## src/hw/rtl/pairwise_separation_defines.svh

```systemverilog
// Assertion macros for the pairwise separation block.
// Included by modules that carry concurrent checks; no other dependencies.
`ifndef PAIRWISE_SEPARATION_DEFINES_SVH
`define PAIRWISE_SEPARATION_DEFINES_SVH

// Same-cycle implication, checked outside reset.
`define PWS_ASSERT_IMPL(label, clk, rst_n, ante, cons, msg) \
  label: assert property (@(posedge clk) disable iff (!rst_n) (ante) |-> (cons)) \
    else $error(msg);

// Next-cycle implication, checked outside reset.
`define PWS_ASSERT_NEXT(label, clk, rst_n, ante, cons, msg) \
  label: assert property (@(posedge clk) disable iff (!rst_n) (ante) |=> (cons)) \
    else $error(msg);

`endif

```

## src/hw/rtl/pws_pkg.sv

```systemverilog
// Shared constants and types for the pairwise separation block.
// No dependencies.
package pws_pkg;

  localparam int MAX_AGENTS_DEF = 32;
  localparam int COORD_BITS_DEF = 24;

  // Fixed result field widths
  localparam int IDX_W   = 5;
  localparam int DELTA_W = 25;
  localparam int DIST_W  = 50;

  // Axis select for the shared squaring unit
  typedef logic [1:0] axis_t;
  localparam axis_t AX_X = 2'd0;
  localparam axis_t AX_Y = 2'd1;
  localparam axis_t AX_Z = 2'd2;

endpackage

```

## src/hw/rtl/pairwise_separation.sv

```systemverilog
// Pairwise separation: stores agent points and emits one result per earlier agent.
// Depends on pws_pkg and pairwise_separation_defines.svh.
//
//   port group   dir   handshake            payload
//   in_*         in    in_valid/in_ready    start_frame, pos_x/y/z
//   out_*        out   out_valid/out_ready  indices, delta_x/y/z, dist_squared, last_pair
//
// A point stored as agent j is accepted and then paired with each earlier agent
// in turn: read, subtract, three squaring steps on the one shared multiplier,
// output.
// Stalls on out_ready stretch the output step; in_ready is low while pairing.
// Reset clears the agent count and sequencer; the point store needs no clear.
`include "pairwise_separation_defines.svh"

module pairwise_separation
  import pws_pkg::*;
#(
  parameter int MAX_AGENTS = MAX_AGENTS_DEF,
  parameter int COORD_BITS = COORD_BITS_DEF
) (
  input  logic                         clk,
  input  logic                         rst_n,
  input  logic                         in_valid,
  output logic                         in_ready,
  input  logic                         in_start_frame,
  input  logic signed [COORD_BITS-1:0] in_pos_x,
  input  logic signed [COORD_BITS-1:0] in_pos_y,
  input  logic signed [COORD_BITS-1:0] in_pos_z,
  output logic                         out_valid,
  input  logic                         out_ready,
  output logic [IDX_W-1:0]             out_earlier_index,
  output logic [IDX_W-1:0]             out_newer_index,
  output logic signed [DELTA_W-1:0]    out_delta_x,
  output logic signed [DELTA_W-1:0]    out_delta_y,
  output logic signed [DELTA_W-1:0]    out_delta_z,
  output logic [DIST_W-1:0]            out_dist_squared,
  output logic                         out_last_pair
);

  localparam int IW = (MAX_AGENTS > 1) ? $clog2(MAX_AGENTS) : 1;
  localparam int CW = $clog2(MAX_AGENTS + 1);
  localparam int DW = COORD_BITS + 1;
  localparam int MW = 3 * COORD_BITS;

  typedef enum logic [2:0] {
    ST_IDLE,
    ST_READ,
    ST_DIFF,
    ST_SQ,
    ST_OUT
  } state_t;

  state_t              state_r;
  logic [CW-1:0]       cnt_r;
  logic [IW-1:0]       i_r;
  logic [IW-1:0]       j_r;
  axis_t               ax_r;
  logic                last_r;
  logic signed [COORD_BITS-1:0] nx_r, ny_r, nz_r;
  logic signed [DW-1:0] dx_r, dy_r, dz_r;
  logic [DIST_W-1:0]   acc_r;

  logic [MW-1:0]       mem [MAX_AGENTS];
  logic [MW-1:0]       rd_data_r;

  logic                in_xfer;
  logic                out_xfer;
  logic [CW-1:0]       cnt_eff;
  logic                wr_en;
  logic signed [COORD_BITS-1:0] ox, oy, oz;
  logic signed [DW-1:0] dsel;
  logic [DW-1:0]       mag;
  logic [2*DW-1:0]     prod;
  logic [DIST_W-1:0]   acc_base;

  assign in_ready = (state_r == ST_IDLE);
  assign in_xfer  = in_valid && in_ready;
  assign out_xfer = out_valid && out_ready;
  assign cnt_eff  = in_start_frame ? '0 : cnt_r;
  assign wr_en    = in_xfer && (cnt_eff < CW'(MAX_AGENTS));

  // Point store: written on accept while not full, read one earlier agent per pair
  always_ff @(posedge clk) begin
    if (wr_en) begin
      mem[cnt_eff[IW-1:0]] <= {in_pos_x, in_pos_y, in_pos_z};
    end
    rd_data_r <= mem[i_r];
  end

  assign ox = $signed(rd_data_r[MW-1:2*COORD_BITS]);
  assign oy = $signed(rd_data_r[2*COORD_BITS-1:COORD_BITS]);
  assign oz = $signed(rd_data_r[COORD_BITS-1:0]);

  // Shared squaring unit
  always_comb begin
    case (ax_r)
      AX_X:    dsel = dx_r;
      AX_Y:    dsel = dy_r;
      AX_Z:    dsel = dz_r;
      default: dsel = dz_r;
    endcase
    mag      = dsel[DW-1] ? DW'(-dsel) : DW'(dsel);
    prod     = mag * mag;
    acc_base = (ax_r == AX_X) ? '0 : acc_r;
  end

  always_ff @(posedge clk) begin
    if (!rst_n) begin
      state_r <= ST_IDLE;
      cnt_r   <= '0;
      i_r     <= '0;
      ax_r    <= AX_X;
    end else begin
      case (state_r)
        ST_IDLE: begin
          if (in_xfer) begin
            if (cnt_eff < CW'(MAX_AGENTS)) begin
              cnt_r <= cnt_eff + CW'(1);
              j_r   <= cnt_eff[IW-1:0];
              i_r   <= '0;
              nx_r  <= in_pos_x;
              ny_r  <= in_pos_y;
              nz_r  <= in_pos_z;
              if (cnt_eff != '0) begin
                state_r <= ST_READ;
              end
            end else begin
              cnt_r <= cnt_eff;
            end
          end
        end
        ST_READ: begin
          state_r <= ST_DIFF;
        end
        ST_DIFF: begin
          dx_r    <= DW'(nx_r) - DW'(ox);
          dy_r    <= DW'(ny_r) - DW'(oy);
          dz_r    <= DW'(nz_r) - DW'(oz);
          ax_r    <= AX_X;
          state_r <= ST_SQ;
        end
        ST_SQ: begin
          acc_r <= acc_base + DIST_W'(prod);
          if (ax_r == AX_Z) begin
            ax_r    <= AX_X;
            last_r  <= (i_r + IW'(1) == j_r);
            state_r <= ST_OUT;
          end else begin
            ax_r <= ax_r + axis_t'(1);
          end
        end
        ST_OUT: begin
          if (out_ready) begin
            if (last_r) begin
              state_r <= ST_IDLE;
            end else begin
              i_r     <= i_r + IW'(1);
              state_r <= ST_READ;
            end
          end
        end
        default: begin
          state_r <= ST_IDLE;
        end
      endcase
    end
  end

  assign out_valid         = (state_r == ST_OUT);
  assign out_earlier_index = IDX_W'(i_r);
  assign out_newer_index   = IDX_W'(j_r);
  assign out_delta_x       = DELTA_W'(dx_r);
  assign out_delta_y       = DELTA_W'(dy_r);
  assign out_delta_z       = DELTA_W'(dz_r);
  assign out_dist_squared  = acc_r;
  assign out_last_pair     = last_r;

  `PWS_ASSERT_IMPL(a_no_overlap, clk, rst_n, out_valid, !in_ready, "in_ready during output")
  `PWS_ASSERT_IMPL(a_last_index, clk, rst_n, out_valid && out_last_pair,
    out_newer_index == out_earlier_index + IDX_W'(1), "last pair index mismatch")
  `PWS_ASSERT_NEXT(a_last_idle, clk, rst_n, out_xfer && out_last_pair, in_ready,
    "not idle after last pair")
  `PWS_ASSERT_NEXT(a_more_pairs, clk, rst_n, out_xfer && !out_last_pair,
    !out_valid && !in_ready, "bad step after non-final pair")
  `PWS_ASSERT_IMPL(a_cnt_bound, clk, rst_n, 1'b1, cnt_r <= CW'(MAX_AGENTS),
    "agent count beyond capacity")

endmodule
```

## config.mk

```make
export PLATFORM = sky130hd
export DESIGN_NAME = pairwise_separation
export DESIGN_NICKNAME = d
export VERILOG_FILES = /design/src/hw/rtl/pws_pkg.sv /design/src/hw/rtl/pairwise_separation.sv
export VERILOG_INCLUDE_DIRS = /design/src /design/src/hw/rtl
export SDC_FILE = /design/constraint.sdc
export NUM_CORES = 2
export LEC_CHECK = 0
export ABC_AREA = 1
export BUFFER_PORTS_ARGS = -buffer_cell sky130_fd_sc_hd__clkbuf_2
export CORE_MARGIN = 3
export CORE_UTILIZATION = 46
export CTS_CLUSTER_DIAMETER = 200
export DETAILED_ROUTE_END_ITERATION = 6
export MAX_ROUTING_LAYER = met4
export PLACE_DENSITY = 0.6
export SYNTH_ARGS = -nofsm -noshare
export SYNTH_HDL_FRONTEND = slang
export SYNTH_SLANG_ARGS = --single-unit
```

## constraint.sdc

```tcl
create_clock -name clk -period 16.5 [get_ports clk]
set_input_delay 0 -clock clk [delete_from_list [all_inputs] [get_ports clk]]
set_output_delay 0 -clock clk [all_outputs]
set_load 0.05 [all_outputs]
```

# Word-level counts from Yosys, hierarchy flattened
# Memory sizes are Yosys's and may differ from the RTL's. A register that Yosys moved wholly into a read port is not among the register bits.
# Cells that the tools add are included.
[word_totals]
memories = 1
in_bits = 77
output_inout_bits = 138
ramBits = 2304
ff_bits = 219
[mem_list]
columns = ["name", "depth", "word_bits", "read_ports", "rd_ports_with_merged_regs", "wr", "line_no", "source"]
rows = [
  ["mem", 32, 72, 1, 1, 1, "pairwise_separation.sv:63", "logic [MW-1:0] mem [MAX_AGENTS];"],
]
[op_classes]
magnitude_cmp = 1
add_sub_neg = 8
n_mux = 21
n_mul = 1
n_reduce_logical = 14
eq_ne = 13
[ops]
columns = ["cell", "n"]
rows = [
  ["$sub 24x24->25", 3],
  ["$add 50x50->50", 1],
  ["$mul 25x25->50", 1],
  ["$mux 50", 1],
  ["$pmux 25 s2", 1],
  ["$mux 25", 1],
  ["$neg 25->25", 1],
  ["$mux 5", 4],
  ["$mux 3", 5],
  ["$pmux 3 s5", 1],
  ["$mux 6", 2],
  ["$pmux 5 s2", 1],
  ["$reduce_and 5->1", 2],
  ["$ne 2x1->1 const B", 4],
  ["$add 6x1->6 const B", 1],
  ["$eq 3x2->1 const B", 2],
  ["$lt 6x6->1 const B", 1],
  ["$reduce_and 2->1", 3],
  ["$reduce_bool 6->1", 1],
  ["$add 5x1->5 const B", 1],
  ["$eq 5x5->1", 1],
  ["$ne 2x2->1 const B", 2],
  ["$pmux 2 s2", 1],
  ["$reduce_and 4->1", 1],
  ["other kinds (12)", 16],
]

# Depth between registers and ports, before layout
[depth]
depth_word = 6
depth_mapped = 44
ltp_nobuf = 40

# Least setup slack after synthesis
# OpenSTA, ideal clock, no wires.
[synth_timing]
kind = "register to register"
start = "reg state_r[0]"
end = "mem mem[9][0] (netlist name), enable pin"
arrival_ns = 9.003
required_ns = 15.820
stages_incl_launch_ff = 10
n_path_buf = 0
setup_slack_ns = 6.818
synth_period_minus_slack_ns = 9.682
cell_sequence = "dfxtp_1 -> nor2_1 -> inv_1 -> nor2_1 -> inv_1 -> nor2_1 -> inv_1 -> nor2_1 -> nand2_1 -> nor4_1"
[synth_between]
elab_chain_len = 5
[synth_lines]
columns = ["element", "line_no", "source"]
rows = [
  ["from (decl)", "pairwise_separation.sv:53", "state_t state_r;"],
  ["from (signal assigned)", "pairwise_separation.sv:109", "state_r <= ST_IDLE;"],
  ["from (signal assigned)", "pairwise_separation.sv:125", "state_r <= ST_READ;"],
  ["from (signal assigned)", "pairwise_separation.sv:133", "state_r <= ST_DIFF;"],
  ["$logic_not 3->1", "pairwise_separation.sv:76", "assign in_ready = (state_r == ST_IDLE);"],
  ["via in_ready", "pairwise_separation.sv:24", "output logic in_ready,"],
  ["$logic_and 1x1->1", "pairwise_separation.sv:77", "assign in_xfer = in_valid && in_ready;"],
  ["$logic_and 1x1->1", "pairwise_separation.sv:80", "assign wr_en = in_xfer && (cnt_eff < CW'(MAX_AGENTS));"],
  ["$mux 1", "pairwise_separation.sv:84", "if (wr_en) begin"],
  ["$mux 1 (implied by the code)", "pairwise_separation.sv:85", "mem[cnt_eff[IW-1:0]] <= {in_pos_x, in_pos_y, in_pos_z};"],
  ["to (decl)", "pairwise_separation.sv:63", ""],
]
# The timed path passes the listed nets, and every way through them passes these cells.

# Final worst setup path
[layout_timing]
start = "reg ax_r[0]"
end = "reg acc_r[43] (netlist: out_dist_squared[43]) (data pin)"
[layout_between]
elab_chain_len = 6
elab_cells_between_ends = 8
[layout_lines]
columns = ["element", "line_no", "source"]
rows = [
  ["from (decl)", "pairwise_separation.sv:57", "axis_t ax_r;"],
  ["from (signal assigned)", "pairwise_separation.sv:149", "ax_r <= ax_r + axis_t'(1);"],
  ["$eq 2x1->1 or $logic_not 2->1 (tied branches)", "pairwise_separation.sv:96, pairwise_separation.sv:104", ""],
  ["$pmux 25 s2", "pairwise_separation.sv:96", "case (ax_r)"],
  ["$neg 25->25", "pairwise_separation.sv:102", "mag = dsel[DW-1] ? DW'(-dsel) : DW'(dsel);"],
  ["$mux 25", "pairwise_separation.sv:102", ""],
  ["$mul 25x25->50", "pairwise_separation.sv:103", "prod = mag * mag;"],
  ["$add 50x50->50 (*)", "pairwise_separation.sv:143", "acc_r <= acc_base + DIST_W'(prod);"],
  ["to (signal assigned)", "pairwise_separation.sv:143", ""],
  ["to (decl)", "pairwise_separation.sv:61", "logic [DIST_W-1:0] acc_r;"],
]
# Mark *: on every way between the ends. The rest lies on a longest branch, timed or not.
# A chain may end at the register's enable or synchronous reset.

==> metrics.yaml <==
grt_first_pass_wirelength_mm: 582.2
numCtsBuffers: 292
crit_slowest_cell: "dfxtp_1"
place.port_buffers: 214
dieHeight_um: 522.3
cts_tree: "yes"
die_area_sq_um: 272800
ant_nets: 0
place.gp.congestion: 0.9933
synth_edf_count: 2507
synth_seq_cells: 2595
avgSynthCellArea_sq_um: 11.93
num_io_pins: 215
nNetsFinal: 11330
critPathKind: "flop to flop"
max_freq_ghz: 0.09204
cp.required_ns: 17.07
num_rows: 188
yosys.area.top_type: "edfxtp_1"
rsz0062_at_grt: "no"
synth-async-reset-ratio: 0
postCtsSetupBuffers: 0
end_kind: "flop"
clock_skew_ns: 0.09035
synth_cells: 10280
antenna_found_initial: 37
ys_warn_count: 0
grt_usage: 0.3029
post-route-min-period_ns: 10.86
drt_iter0_drc: 10370
cp.arrival_ns: 11.44
min_path_type: "primary input to flop"
vias: 84480
start_util: 0.4651
first_pass_iters: 6
cp-startpoint: "ax_r[0]"
dpl.hpwl_mm: 247.3
clockRootBuffer: "clkbuf_16"
seq_area_frac_synth: 0.6282
clkSinkCount: 2595
drc: 0
crit_path_max_fanout: 40
synth_commonest_cells: "2507 x edfxtp_1, 1772 x nor2_1, 1471 x o21ai_0"
fin_crit_sh: 0.6584
cts-htree-levels: 5
area_growth_syn_to_layout_pct: 11.93
synth-main-ff-cell: "edfxtp_1"
r2r-start: "ax_r[0]"
ctsLongestPathBuffers: 4
tightest_slew_ns: 1.243
yosys.area.top_type_share: 0.6139
relSlewSlack: 0.1665
die_x_um: 522.3
globalRoute.totalOverflow: 0
max_stage_delay_ns: 0.62
cts.clk_slew.worst_paths_ns: 0.06
ctsResizeCount: 0
yosysMostFrequentCell: "edfxtp_1"
coreArea_sq_um: 263700
cp_common_cell: "inv_1"
cap_violations: 0
drv_slew: 0
final_hold_viol_count: 0
fin_setup_tns_ns: 0
status: "finished clean"
clock_latency_ns: 0.95
drive_gt1_frac: 0.08466
viasPerCell: 5.938
grt_max_degree: 182
wire_per_inst_um: 28.62
routed_wl_mm: 407.2
grt_pass1_vias: 81550
start_kind: "flop"
synth_area_sq_um: 122600
setup_viol: 0
synth.distinct_cells: 59
min_from: "in_start_frame"
synth_area_leaders: "edfxtp_1 61%, fa_1 8.5%, o21ai_0 6.0%"
==> cell type report <==
cell class,count,area (sq um)
diodes,22,55.05
clock buffers,386,7956
clock inverters,120,992.2
fillers,22610,126400
inverters,995,3772
multi-input cells,6148,39870
flip-flops and latches,2595,77060
well taps,3515,4398
repair buffers,446,3158
==> what timing repair did <==
action | CTS | global route
hold endpoints to repair | 2420 | 0
setup endpoints to repair | 0 | 0
hold buffers | 83 | 0
==> per-layer routing <==
layer / vias up / routed length [um] / part of all wire / track usage
li1: 36530 / - / - / -
met1: 42850 / 166900 / 0.41 / 0.4150
met2: 4290 / 184800 / 0.45 / 0.4529
met3: 822 / 37270 / 0.092 / 0.05387
met4: 0 / 18210 / 0.045 / 0.1161
met5: - / 0 / 0 / -
==> per-stage QoR <==
step	utilization	area (sq um)	worst slack, ns	std cells	hold slack, ns
global placement	0.4833	127400	5.886	13620	0.3141
CTS	0.5203	137200	5.783	14210	0.08818
finish	0.5205	137300	5.636	14230	0.1387
floorplan	-	122700	6.818	10290	0.09887
detailed placement	0.4833	127400	5.866	13620	0.3036
global route	0.5205	137200	5.280	14220	0.1454
==> sequential cells by signal (all words and copies together), names as in the netlist, 5 cells and up <==
register	flops
out_delta_y	25
ny_r	24
out_earlier_index	5
cnt_r	6
rd_data_r	72
mem	2304
out_delta_x	25
nz_r	24
out_delta_z	25
out_dist_squared	50
nx_r	24
out_newer_index	5
==> logic make-up after synthesis <==
logic type | Yosys count | synth area share
and+or+nand+nor | 2762 | 0.08989
DFF | 2595 | 0.6282
AOI/OAI and AO/OA | 2472 | 0.1130
buffers and inverters | 1551 | 0.04909
adders and majority gates | 775 | 0.1110
xor gates and xnor gates | 120 | 0.008723
other | 2 | 0.00006124
==> final timing paths <==
| kind | to | slack [ns] | cells past startpoint |
|---|---|---|---|
| max | out_dist_squared[43] | 5.64 | 35 |
| min | out_newer_index[3] | 0.14 | 3 |
| max reg2reg | out_dist_squared[43] | 5.64 | 35 |
| min reg2reg | cnt_r[4] | 0.47 | 2 |
==> cell usage in the layout (no fill, tap or decap), types with 37 or more instances in the layout <==
cell type	netlist	final
nand3_1	157	157
o21ai_0	1471	1470
o22ai_1	553	553
fa_1	521	521
clkinv_2	0	38
nor2_1	1772	1750
a21oi_1	178	178
xnor2_1	40	40
a31oi_1	42	42
ha_1	254	254
buf_4	8	138
clkbuf_1	454	70
clkbuf_2	0	214
edfxtp_1	2507	2507
o221ai_1	103	103
dlygate4sd3_1	0	83
clkbuf_16	0	297
inv_1	975	971
xor2_1	79	79
nor2_4	15	37
dfxtp_1	88	83
nand2_1	676	676
clkinv_1	1	47
==> critical path: cells and delay by family (launching register included) <==
family,cells,cell delay [ns]
adder cells (fa/ha/maj),9,4.40
AND/OR/NAND/NOR,13,3.43
buffers and inverters,10,1.69
flip-flops,1,0.62
AO/OA/AOI/OAI,2,0.29
XOR/XNOR,1,0.07
Power is left out: the tool's default activity adds up to more than one toggle a clock period on the data nets, which glitch-free logic cannot reach.
